`src/hw/rtl/spmm_pkg.sv`:
```
// Shared types and constants for the stereo peak mipmap builder.
// No dependencies; every other file refers to this package by scoped names.
`default_nettype none

package spmm_pkg;

    localparam int NUM_LEVELS = 3;
    localparam int LEVEL_W    = 2;
    localparam int SAMPLE_W   = 16;
    localparam int PEAK_IDX_W = 14;
    localparam int FILL_W     = 13;
    localparam int FRAME_W    = 21;
    localparam int Q_DEPTH    = 4;
    localparam int Q_PTR_W    = 2;
    localparam int Q_CNT_W    = 3;

    localparam logic [FRAME_W-1:0] MAX_FRAMES = 21'd1048576;

    // Block length per level, index 0 is the finest level
    localparam logic [NUM_LEVELS-1:0][FILL_W-1:0] BLOCK_LEN =
        {13'd4096, 13'd512, 13'd64};

    localparam logic signed [SAMPLE_W-1:0] PEAK_LOW  = 16'sh8000;
    localparam logic signed [SAMPLE_W-1:0] PEAK_HIGH = 16'sh7FFF;

    // Register word indexes on the configuration port
    localparam logic REG_MONO_INPUT = 1'b0;

    typedef struct packed {
        logic [PEAK_IDX_W-1:0]      peak_index;
        logic signed [SAMPLE_W-1:0] max_peak;
        logic signed [SAMPLE_W-1:0] min_peak;
    } spmm_peak_t;

    // All results caused by one frame
    typedef struct packed {
        logic [NUM_LEVELS-1:0]              emit;
        logic                               overflow;
        spmm_peak_t [NUM_LEVELS-1:0]        peak;
    } spmm_bundle_t;

    typedef struct packed {
        logic full;
        logic not_empty;
    } spmm_q_stat_t;

endpackage

`default_nettype wire

```
`src/hw/rtl/stereo_peak_mipmap_builder.sv`:
```
// Top level of the stereo peak mipmap builder: configuration register and
// the front end, bundle queue and back end. Depends on spmm_pkg.
`default_nettype none

// Min/max peak decimation of a stereo stream. Each transaction on the input
// channel is one frame; the block forms mid = floor((left + right) / 2), or
// uses the left sample alone when mono_input is set, and tracks running
// extremes at three levels with blocks of 64, 512 and 4096 frames. A level
// whose block fills, or any non-empty level on an end-of-buffer frame, gives
// one result transaction; results of one frame come in ascending level and
// the final one carries last. Frames beyond 1048576 in a buffer are dropped
// and flag overflow until the buffer ends. Throughput is one frame per clock
// cycle while in_stall is low: the front end updates all levels at once and
// pushes a bundle of that frame's results into a four-entry queue. The back
// end drains one result per cycle while out_stall is low; in_stall rises only
// when the queue is full. With the queue and output register empty, the
// first result of a frame is valid from the clock edge after the one that
// accepts the frame. Write mono_input only while idle.
module stereo_peak_mipmap_builder (
    input  wire logic                                   clk,
    input  wire logic                                   rst_n,
    // configuration port
    input  wire logic                                   psel,
    input  wire logic                                   penable,
    input  wire logic                                   pwrite,
    input  wire logic [2:0]                             paddr,
    input  wire logic [31:0]                            pwdata,
    output logic [31:0]                                 prdata,
    output logic                                        pready,
    // frame input
    input  wire logic                                   in_valid,
    output logic                                        in_stall,
    input  wire logic signed [spmm_pkg::SAMPLE_W-1:0]   left_sample,
    input  wire logic signed [spmm_pkg::SAMPLE_W-1:0]   right_sample,
    input  wire logic                                   end_of_buffer,
    // result output
    output logic                                        out_valid,
    input  wire logic                                   out_stall,
    output logic [spmm_pkg::LEVEL_W-1:0]                level,
    output logic [spmm_pkg::PEAK_IDX_W-1:0]             peak_index,
    output logic signed [spmm_pkg::SAMPLE_W-1:0]        max_peak,
    output logic signed [spmm_pkg::SAMPLE_W-1:0]        min_peak,
    output logic                                        overflow,
    output logic                                        last
);

    logic                      mono_reg;
    logic                      cfg_write;
    logic                      accept;
    logic                      push;
    logic                      pop;
    spmm_pkg::spmm_bundle_t    push_bundle;
    spmm_pkg::spmm_bundle_t    head_bundle;
    spmm_pkg::spmm_q_stat_t    q_stat;

    // Word address lives in paddr[2]; byte lanes are ignored
    assign pready    = 1'b1;
    assign cfg_write = psel && penable && pwrite && pready
                    && (paddr[2] == spmm_pkg::REG_MONO_INPUT);
    assign prdata    = (paddr[2] == spmm_pkg::REG_MONO_INPUT)
                     ? {31'b0, mono_reg} : 32'b0;

    always_ff @(posedge clk or negedge rst_n)
    begin
        if (!rst_n)
            mono_reg <= 1'b0;
        else if (cfg_write)
            mono_reg <= pwdata[0];
    end

    // Hold the input off only while the queue has no free entry
    assign in_stall = q_stat.full;
    assign accept   = in_valid && !in_stall;

    spmm_front u_front (
        .clk           (clk),
        .rst_n         (rst_n),
        .mono          (mono_reg),
        .accept        (accept),
        .left_sample   (left_sample),
        .right_sample  (right_sample),
        .end_of_buffer (end_of_buffer),
        .bundle        (push_bundle),
        .push          (push)
    );

    spmm_queue u_queue (
        .clk       (clk),
        .rst_n     (rst_n),
        .push      (push),
        .push_data (push_bundle),
        .pop       (pop),
        .head      (head_bundle),
        .stat      (q_stat)
    );

    spmm_back u_back (
        .clk        (clk),
        .rst_n      (rst_n),
        .head       (head_bundle),
        .q_stat     (q_stat),
        .pop        (pop),
        .out_valid  (out_valid),
        .out_stall  (out_stall),
        .level      (level),
        .peak_index (peak_index),
        .max_peak   (max_peak),
        .min_peak   (min_peak),
        .overflow   (overflow),
        .last       (last)
    );

    a_level_range: assert property (@(posedge clk) disable iff (!rst_n)
        out_valid |-> (level < spmm_pkg::LEVEL_W'(spmm_pkg::NUM_LEVELS)))
        else $error("result level out of range");

endmodule

`default_nettype wire

```
`src/hw/rtl/spmm_front.sv`:
```
// Front end: forms the mid value, updates per-level running extremes and
// fills, and builds one result bundle per frame. Depends on spmm_pkg.
`default_nettype none

module spmm_front (
    input  wire logic                                  clk,
    input  wire logic                                  rst_n,
    input  wire logic                                  mono,
    input  wire logic                                  accept,
    input  wire logic signed [spmm_pkg::SAMPLE_W-1:0]  left_sample,
    input  wire logic signed [spmm_pkg::SAMPLE_W-1:0]  right_sample,
    input  wire logic                                  end_of_buffer,
    output spmm_pkg::spmm_bundle_t                     bundle,
    output logic                                       push
);

    logic [spmm_pkg::FILL_W-1:0]            fill_reg    [spmm_pkg::NUM_LEVELS];
    logic [spmm_pkg::FILL_W-1:0]            fill_next   [spmm_pkg::NUM_LEVELS];
    logic [spmm_pkg::FILL_W-1:0]            fill_upd    [spmm_pkg::NUM_LEVELS];
    logic signed [spmm_pkg::SAMPLE_W-1:0]   max_reg     [spmm_pkg::NUM_LEVELS];
    logic signed [spmm_pkg::SAMPLE_W-1:0]   max_next    [spmm_pkg::NUM_LEVELS];
    logic signed [spmm_pkg::SAMPLE_W-1:0]   max_upd     [spmm_pkg::NUM_LEVELS];
    logic signed [spmm_pkg::SAMPLE_W-1:0]   min_reg     [spmm_pkg::NUM_LEVELS];
    logic signed [spmm_pkg::SAMPLE_W-1:0]   min_next    [spmm_pkg::NUM_LEVELS];
    logic signed [spmm_pkg::SAMPLE_W-1:0]   min_upd     [spmm_pkg::NUM_LEVELS];
    logic [spmm_pkg::PEAK_IDX_W-1:0]        pcnt_reg    [spmm_pkg::NUM_LEVELS];
    logic [spmm_pkg::PEAK_IDX_W-1:0]        pcnt_next   [spmm_pkg::NUM_LEVELS];
    logic [spmm_pkg::FRAME_W-1:0]           frame_count_reg;
    logic [spmm_pkg::FRAME_W-1:0]           frame_count_next;
    logic                                   ovf_reg;
    logic                                   ovf_next;

    logic signed [spmm_pkg::SAMPLE_W-1:0]   right_eff;
    logic signed [spmm_pkg::SAMPLE_W:0]     sum;
    logic signed [spmm_pkg::SAMPLE_W-1:0]   mid;
    logic                                   take;
    logic                                   ovf_now;

    assign right_eff = mono ? left_sample : right_sample;
    assign sum       = {left_sample[spmm_pkg::SAMPLE_W-1], left_sample}
                     + {right_eff[spmm_pkg::SAMPLE_W-1], right_eff};
    // Dropping the low bit of the sum is a floor halving
    assign mid       = sum[spmm_pkg::SAMPLE_W:1];
    assign take      = frame_count_reg < spmm_pkg::MAX_FRAMES;
    assign ovf_now   = ovf_reg | ~take;

    always_comb
    begin
        bundle          = '0;
        bundle.overflow = ovf_now;
        for (int l = 0; l < spmm_pkg::NUM_LEVELS; l++)
        begin
            max_upd[l]  = (take && (mid > max_reg[l])) ? mid : max_reg[l];
            min_upd[l]  = (take && (mid < min_reg[l])) ? mid : min_reg[l];
            fill_upd[l] = fill_reg[l] + {{(spmm_pkg::FILL_W-1){1'b0}}, take};
            bundle.emit[l] = (fill_upd[l] != '0)
                && ((fill_upd[l] >= spmm_pkg::BLOCK_LEN[l]) || end_of_buffer);
            bundle.peak[l].peak_index = pcnt_reg[l];
            bundle.peak[l].max_peak   = max_upd[l];
            bundle.peak[l].min_peak   = min_upd[l];

            if (end_of_buffer)
            begin
                fill_next[l] = '0;
                max_next[l]  = spmm_pkg::PEAK_LOW;
                min_next[l]  = spmm_pkg::PEAK_HIGH;
                pcnt_next[l] = '0;
            end
            else if (bundle.emit[l])
            begin
                fill_next[l] = '0;
                max_next[l]  = spmm_pkg::PEAK_LOW;
                min_next[l]  = spmm_pkg::PEAK_HIGH;
                pcnt_next[l] = pcnt_reg[l] + 1'b1;
            end
            else
            begin
                fill_next[l] = fill_upd[l];
                max_next[l]  = max_upd[l];
                min_next[l]  = min_upd[l];
                pcnt_next[l] = pcnt_reg[l];
            end
        end

        if (end_of_buffer)
        begin
            frame_count_next = '0;
            ovf_next         = 1'b0;
        end
        else
        begin
            frame_count_next = frame_count_reg
                + {{(spmm_pkg::FRAME_W-1){1'b0}}, take};
            ovf_next         = ovf_now;
        end
    end

    assign push = accept & (|bundle.emit);

    always_ff @(posedge clk or negedge rst_n)
    begin
        if (!rst_n)
        begin
            for (int l = 0; l < spmm_pkg::NUM_LEVELS; l++)
            begin
                fill_reg[l] <= '0;
                max_reg[l]  <= spmm_pkg::PEAK_LOW;
                min_reg[l]  <= spmm_pkg::PEAK_HIGH;
                pcnt_reg[l] <= '0;
            end
            frame_count_reg <= '0;
            ovf_reg         <= 1'b0;
        end
        else if (accept)
        begin
            for (int l = 0; l < spmm_pkg::NUM_LEVELS; l++)
            begin
                fill_reg[l] <= fill_next[l];
                max_reg[l]  <= max_next[l];
                min_reg[l]  <= min_next[l];
                pcnt_reg[l] <= pcnt_next[l];
            end
            frame_count_reg <= frame_count_next;
            ovf_reg         <= ovf_next;
        end
    end

    // The closing frame leaves a fresh buffer behind
    a_eob_clears: assert property (@(posedge clk) disable iff (!rst_n)
        accept && end_of_buffer |=> (frame_count_reg == '0) && !ovf_reg)
        else $error("buffer state not cleared after end of buffer");

endmodule

`default_nettype wire

```
`src/hw/rtl/spmm_queue.sv`:
```
// Short bundle queue between the front and back ends, held in flip-flops.
// Depends on spmm_pkg.
`default_nettype none

module spmm_queue (
    input  wire logic                    clk,
    input  wire logic                    rst_n,
    input  wire logic                    push,
    input  wire spmm_pkg::spmm_bundle_t  push_data,
    input  wire logic                    pop,
    output spmm_pkg::spmm_bundle_t       head,
    output spmm_pkg::spmm_q_stat_t       stat
);

    spmm_pkg::spmm_bundle_t          entry_reg [spmm_pkg::Q_DEPTH];
    logic [spmm_pkg::Q_PTR_W-1:0]    wr_ptr_reg;
    logic [spmm_pkg::Q_PTR_W-1:0]    rd_ptr_reg;
    logic [spmm_pkg::Q_CNT_W-1:0]    count_reg;
    logic [spmm_pkg::Q_CNT_W-1:0]    count_next;

    assign head           = entry_reg[rd_ptr_reg];
    assign stat.full      = count_reg == spmm_pkg::Q_CNT_W'(spmm_pkg::Q_DEPTH);
    assign stat.not_empty = count_reg != '0;

    always_comb
    begin
        unique case ({push, pop})
            2'b10:   count_next = count_reg + 1'b1;
            2'b01:   count_next = count_reg - 1'b1;
            default: count_next = count_reg;
        endcase
    end

    always_ff @(posedge clk)
    begin
        if (push)
            entry_reg[wr_ptr_reg] <= push_data;
    end

    always_ff @(posedge clk or negedge rst_n)
    begin
        if (!rst_n)
        begin
            wr_ptr_reg <= '0;
            rd_ptr_reg <= '0;
            count_reg  <= '0;
        end
        else
        begin
            if (push)
                wr_ptr_reg <= wr_ptr_reg + 1'b1;
            if (pop)
                rd_ptr_reg <= rd_ptr_reg + 1'b1;
            count_reg <= count_next;
        end
    end

    a_no_push_full: assert property (@(posedge clk) disable iff (!rst_n)
        !(push && stat.full))
        else $error("push into a full queue");

    a_no_pop_empty: assert property (@(posedge clk) disable iff (!rst_n)
        !(pop && !stat.not_empty))
        else $error("pop from an empty queue");

endmodule

`default_nettype wire

```
`src/hw/rtl/spmm_back.sv`:
```
// Back end: splits each queued bundle into single results in ascending level
// and holds them in the output register. Depends on spmm_pkg.
`default_nettype none

module spmm_back (
    input  wire logic                                    clk,
    input  wire logic                                    rst_n,
    input  wire spmm_pkg::spmm_bundle_t                  head,
    input  wire spmm_pkg::spmm_q_stat_t                  q_stat,
    output logic                                         pop,
    output logic                                         out_valid,
    input  wire logic                                    out_stall,
    output logic [spmm_pkg::LEVEL_W-1:0]                 level,
    output logic [spmm_pkg::PEAK_IDX_W-1:0]              peak_index,
    output logic signed [spmm_pkg::SAMPLE_W-1:0]         max_peak,
    output logic signed [spmm_pkg::SAMPLE_W-1:0]         min_peak,
    output logic                                         overflow,
    output logic                                         last
);

    logic [spmm_pkg::NUM_LEVELS-1:0]   done_reg;
    logic [spmm_pkg::NUM_LEVELS-1:0]   remaining;
    logic [spmm_pkg::NUM_LEVELS-1:0]   sel_mask;
    logic [spmm_pkg::LEVEL_W-1:0]      sel;
    logic                              sel_last;
    logic                              load;
    logic                              out_valid_reg;
    logic [spmm_pkg::LEVEL_W-1:0]      level_reg;
    spmm_pkg::spmm_peak_t              peak_reg;
    logic                              overflow_reg;
    logic                              last_reg;

    assign remaining = head.emit & ~done_reg;

    // Lowest pending level goes first
    always_comb
    begin
        sel      = '0;
        sel_mask = '0;
        for (int l = spmm_pkg::NUM_LEVELS - 1; l >= 0; l--)
        begin
            if (remaining[l])
            begin
                sel      = spmm_pkg::LEVEL_W'(l);
                sel_mask = spmm_pkg::NUM_LEVELS'(1) << l;
            end
        end
    end

    assign sel_last = (remaining & ~sel_mask) == '0;
    assign load     = q_stat.not_empty && (!out_valid_reg || !out_stall);
    assign pop      = load && sel_last;

    always_ff @(posedge clk)
    begin
        if (load)
        begin
            level_reg    <= sel;
            peak_reg     <= head.peak[sel];
            overflow_reg <= head.overflow;
            last_reg     <= sel_last;
        end
    end

    always_ff @(posedge clk or negedge rst_n)
    begin
        if (!rst_n)
        begin
            out_valid_reg <= 1'b0;
            done_reg      <= '0;
        end
        else
        begin
            if (load)
                out_valid_reg <= 1'b1;
            else if (!out_stall)
                out_valid_reg <= 1'b0;

            if (pop)
                done_reg <= '0;
            else if (load)
                done_reg <= done_reg | sel_mask;
        end
    end

    assign out_valid  = out_valid_reg;
    assign level      = level_reg;
    assign peak_index = peak_reg.peak_index;
    assign max_peak   = peak_reg.max_peak;
    assign min_peak   = peak_reg.min_peak;
    assign overflow   = overflow_reg;
    assign last       = last_reg;

    a_sel_pending: assert property (@(posedge clk) disable iff (!rst_n)
        load |-> (remaining & sel_mask) != '0)
        else $error("result loaded for a level with nothing pending");

endmodule

`default_nettype wire

```
`config.mk`:
```
export PLATFORM = sky130hd
export DESIGN_NAME = stereo_peak_mipmap_builder
export DESIGN_NICKNAME = d
export VERILOG_FILES = /design/src/hw/rtl/spmm_pkg.sv /design/src/hw/rtl/stereo_peak_mipmap_builder.sv /design/src/hw/rtl/spmm_front.sv /design/src/hw/rtl/spmm_queue.sv /design/src/hw/rtl/spmm_back.sv
export SDC_FILE = /design/constraint.sdc
export NUM_CORES = 1
export LEC_CHECK = 0
export BUFFER_PORTS_ARGS = -buffer_cell sky130_fd_sc_hd__buf_2
export CAP_MARGIN = 10
export CORE_ASPECT_RATIO = 1.5
export CORE_MARGIN = 1.5
export CORE_UTILIZATION = 41
export CTS_CLUSTER_DIAMETER = 60
export DETAILED_ROUTE_END_ITERATION = 12
export SETUP_SLACK_MARGIN = 0.15
export SLEW_MARGIN = 20
export SYNTH_ARGS = -nofsm -noshare
export SYNTH_HDL_FRONTEND = slang
export SYNTH_SLANG_ARGS = --single-unit
```
`constraint.sdc`:
```
create_clock -name clk -period 16.6 [get_ports clk]
set_input_delay 1.66 -clock clk [delete_from_list [all_inputs] [get_ports clk]]
set_output_delay 1.66 -clock clk [all_outputs]
set_load 0.1 [all_outputs]
```
==> results.sh <==
export IMPL_largest_reg_flops=568
export IMPL_slew_headroom_pct=29.8
export IMPL_syn_area_per_cell_um2=14.9
export IMPL_path_cells="buf_2 > mux2_2 > fa_1 > a211oi_1 > o21ai_1 > a2111oi_2 > o21bai_1 > a221o_1 > a21oi_1 > xnor2_2 > buf_4 > ha_1 > nand3_1 > nor3_1 > a21boi_0 > o21ai_0 > and4_1 > a2111oi_2 > buf_4 > and2_1 > a22o_1"
export IMPL_ctsHoldBuffers=0
export IMPL_fin_skew_ns=0.0241
export IMPL_drv_cap=0
export IMPL_holdCritPathClass="reg -> reg"
export IMPL_grt_pass1_vias=21800
export IMPL_drc_errors=4
export IMPL_ys_types=71
export IMPL_clk_pin_slew_ns=0.06
export IMPL_drive_gt1_share_pct=21.9
export IMPL_power_density_nw_per_um2=211
export IMPL_synth_area_um2=37000
export IMPL_yosys_warnings=0
export IMPL_outcome="complete, but fails checks"
export IMPL_die_h_um=371
export IMPL_grt_pass1_wl_um=127000
export IMPL_final_antenna_net_count=0
export IMPL_std_cell_rows=134
export IMPL_fin_setup_tns_ns=0
export IMPL_ios=160
export IMPL_insertion_delay_ns=0.66
export IMPL_multiInputGateArea_um2=12100
export IMPL_root_buffer="clkbuf_16"
export IMPL_critical_path_max_stage_delay_ns=0.66
export IMPL_wl_per_cell_um=21.5
export IMPL_criticalPathCategory="in -> reg"
export IMPL_layout_nets=2785
export IMPL_finalHoldViolCount=0
export IMPL_end_kind="flop"
export IMPL_async_flop_share_pct=25.5
export IMPL_power_leakage_nw=15.5
export IMPL_routed_wl_um=81600
export IMPL_final_max_slew_viol_count=0
export IMPL_cts_sinks=829
export IMPL_synth_cells=2488
export IMPL_rsz0062_at_grt="no"
export IMPL_vdd_ir_drop_max_mv=0.155
export IMPL_cp_start_kind="input pin"
export IMPL_drt_vias_per_instance=5.48
export IMPL_syn2layout_area_growth_pct=12.1
export IMPL_synth_seq_area_share_pct=64.6
export IMPL_required_ns=17.18
export IMPL_final_period_utilization_pct=41.8
export IMPL_max_freq_mhz=144
export IMPL_dp_hpwl_um=51300
export IMPL_pre_cts_slack_ns=9.03
export IMPL_gp_congestion=0.810
export IMPL_setup_ws_ns=9.65
export IMPL_ys_flop_type="edfxtp_1"
export IMPL_grt_max_degree=77
export IMPL_crit_fanout=18
export IMPL_h_tree_depth=3
export IMPL_cts_tree="built"
export IMPL_coreArea_um2=89200
export IMPL_cp_arrival_ns=7.52
export IMPL_cts_buffer_depth=3
export IMPL_crit_family="compound AO/OA/AOI/OAI gates"
export IMPL_io_buffers=94
export IMPL_hold_ws_ns=0.487
export IMPL_violations="design-rule violations"
export IMPL_final_seq_area_um2=23900
export IMPL_finalSetupViolCount=0
export IMPL_period_needed_ns=6.95
export IMPL_grtUsageTotal_pct=18.2
export IMPL_cts_buffers=80
export IMPL_antenna_found_initial=0
export IMPL_dr_total_vias=20900
export IMPL_post_cts_buffers=0
export IMPL_dieArea_um2=92100
export IMPL_slowest_stage="and2_1"
export IMPL_ctsResizeCount=0
export IMPL_synth_edf_count=618
export IMPL_fillers=7743
export IMPL_fp_dieW_um=248
export IMPL_dr_pass1_iters=11
export IMPL_antenna_cells=0
export IMPL_ys_ff_latch=829
export IMPL_grt_overflow=0
export IMPL_drtIter0Drc=1149
export IMPL_floorplan_initialDensity_pct=41.5
export IMPL_crit_buf_inv=3
export IMPL_tightest_slew_ns=1.05
## cells by family (layout without fill, tap and decap cells)
group | Yosys count | after routing | synth area share [%]
compound gates | 406 | 406 | 7.29
xor+xnor | 70 | 70 | 1.66
fa+ha+maj | 126 | 126 | 4.30
buf+inv | 279 | 411 | 3.29
flops | 829 | 829 | 64.6
mux | 274 | 274 | 12.5
other cells | 2 | 32 | 0.0203
simple gates | 502 | 502 | 6.39
## tightest hold or removal path, delay by kind of cell, from the launching register on
family,cells,cell delay (ns)
DFF,1,0.35
and+or+nand+nor,2,0.10
## synth_stat cells, types with 26 or more instances
cell | count | area share (%)
clkbuf_1 | 84 | 0.85
inv_1 | 117 | 1.2
dfstp_2 | 48 | 3.4
nand2_1 | 173 | 1.8
a21oi_1 | 65 | 0.88
xor2_1 | 34 | 0.80
a22o_1 | 47 | 1.1
mux2i_1 | 50 | 1.4
o21ai_0 | 136 | 1.8
a2bb2oi_1 | 30 | 0.71
buf_4 | 35 | 0.71
nand4_1 | 26 | 0.44
nor3_1 | 30 | 0.41
ha_1 | 124 | 4.2
nor2_1 | 109 | 1.1
mux4_2 | 142 | 8.6
dfrtp_1 | 163 | 11
xnor2_1 | 36 | 0.85
mux2_2 | 81 | 2.5
edfxtp_1 | 618 | 50
nand3_1 | 52 | 0.70
## cell usage in the layout, fill, tap and decap left out, types with 8 or more instances in the layout
cell type | synthesis | layout
clkinv_2 | 0 | 13
o22a_1 | 14 | 14
buf_2 | 24 | 93
clkbuf_1 | 84 | 18
and2_1 | 20 | 15
nand2_1 | 173 | 173
nor2_1 | 109 | 108
dfrtp_1 | 163 | 161
nor3_1 | 30 | 30
o21a_1 | 11 | 11
conb_1 | 2 | 32
nor4_1 | 11 | 11
nor2b_1 | 10 | 8
a21oi_1 | 65 | 64
nand3_1 | 52 | 52
edfxtp_1 | 618 | 618
o31ai_1 | 12 | 12
mux2i_1 | 50 | 49
a2bb2oi_1 | 30 | 30
inv_1 | 117 | 117
xor2_1 | 34 | 33
nand4_1 | 26 | 26
o21ai_0 | 136 | 136
a22o_1 | 47 | 47
clkbuf_16 | 0 | 87
mux2_2 | 81 | 81
buf_4 | 35 | 52
and3_1 | 16 | 16
xnor2_1 | 36 | 28
a31oi_1 | 11 | 11
ha_1 | 124 | 124
dfstp_2 | 48 | 48
or3_1 | 15 | 15
a21o_1 | 24 | 24
xnor2_2 | 0 | 8
mux4_2 | 142 | 142
nand2b_1 | 15 | 14
## routing by layer
metal	track usage, %	vias up	wire (µm)
met5	0	-	0
met4	6.37	0	2120
met3	2.51	113	3190
met2	32.8	429	43500
met1	21.9	10700	32800
li1	-	9605	-
## power by group
group          internal, mW  leakage, nW  switching, mW
clock                  1.07         1.31          0.785
combinational          1.22         5.81           2.26
sequential             3.17         8.41          0.258
## path summary, 6_finish.rpt
| path | slack, ns | endpoint | from | cells past startpoint |
|---|---|---|---|---|
| max | 9.65 | u_front.max_reg[23] | left_sample[1] | 21 |
| min | 0.49 | u_front.fill_reg[26] | u_front.fill_reg[26] | 2 |
| max reg2reg | 9.86 | u_front.max_reg[23] | mono_reg | 20 |
| min reg2reg | 0.49 | u_front.fill_reg[26] | u_front.fill_reg[26] | 2 |
| max in group asynchronous | 14.12 | u_front.bundle[124] | rst_n | 2 |
| min in group asynchronous | 1.03 | u_queue.wr_ptr_reg[0] | rst_n | 1 |
## metrics by stage
stage / power, mW / area [µm²] / util, % / instances
4_1_cts: 8.88 / 41500 / 46.5 / 3805
3_3_place_gp: 6.88 / 38800 / 43.5 / 3657
3_5_place_dp: 7.00 / 38800 / 43.5 / 3657
6_report: 8.76 / 41500 / 46.5 / 3806
2_1_floorplan: 6.01 / 37100 / - / 2518
5_1_grt: 9.25 / 41500 / 46.5 / 3806
## layout make-up
class / count / share of cell area [%]
inverter: 117 / 1.06
timing repair buffer: 146 / 2.10
tap: 1156 / 3.49
multi-input combinational: 1410 / 29.2
clock inverter: 39 / 0.971
clock buffer: 109 / 5.53
sequential: 829 / 57.6
(Power assumes the default switching activity.)
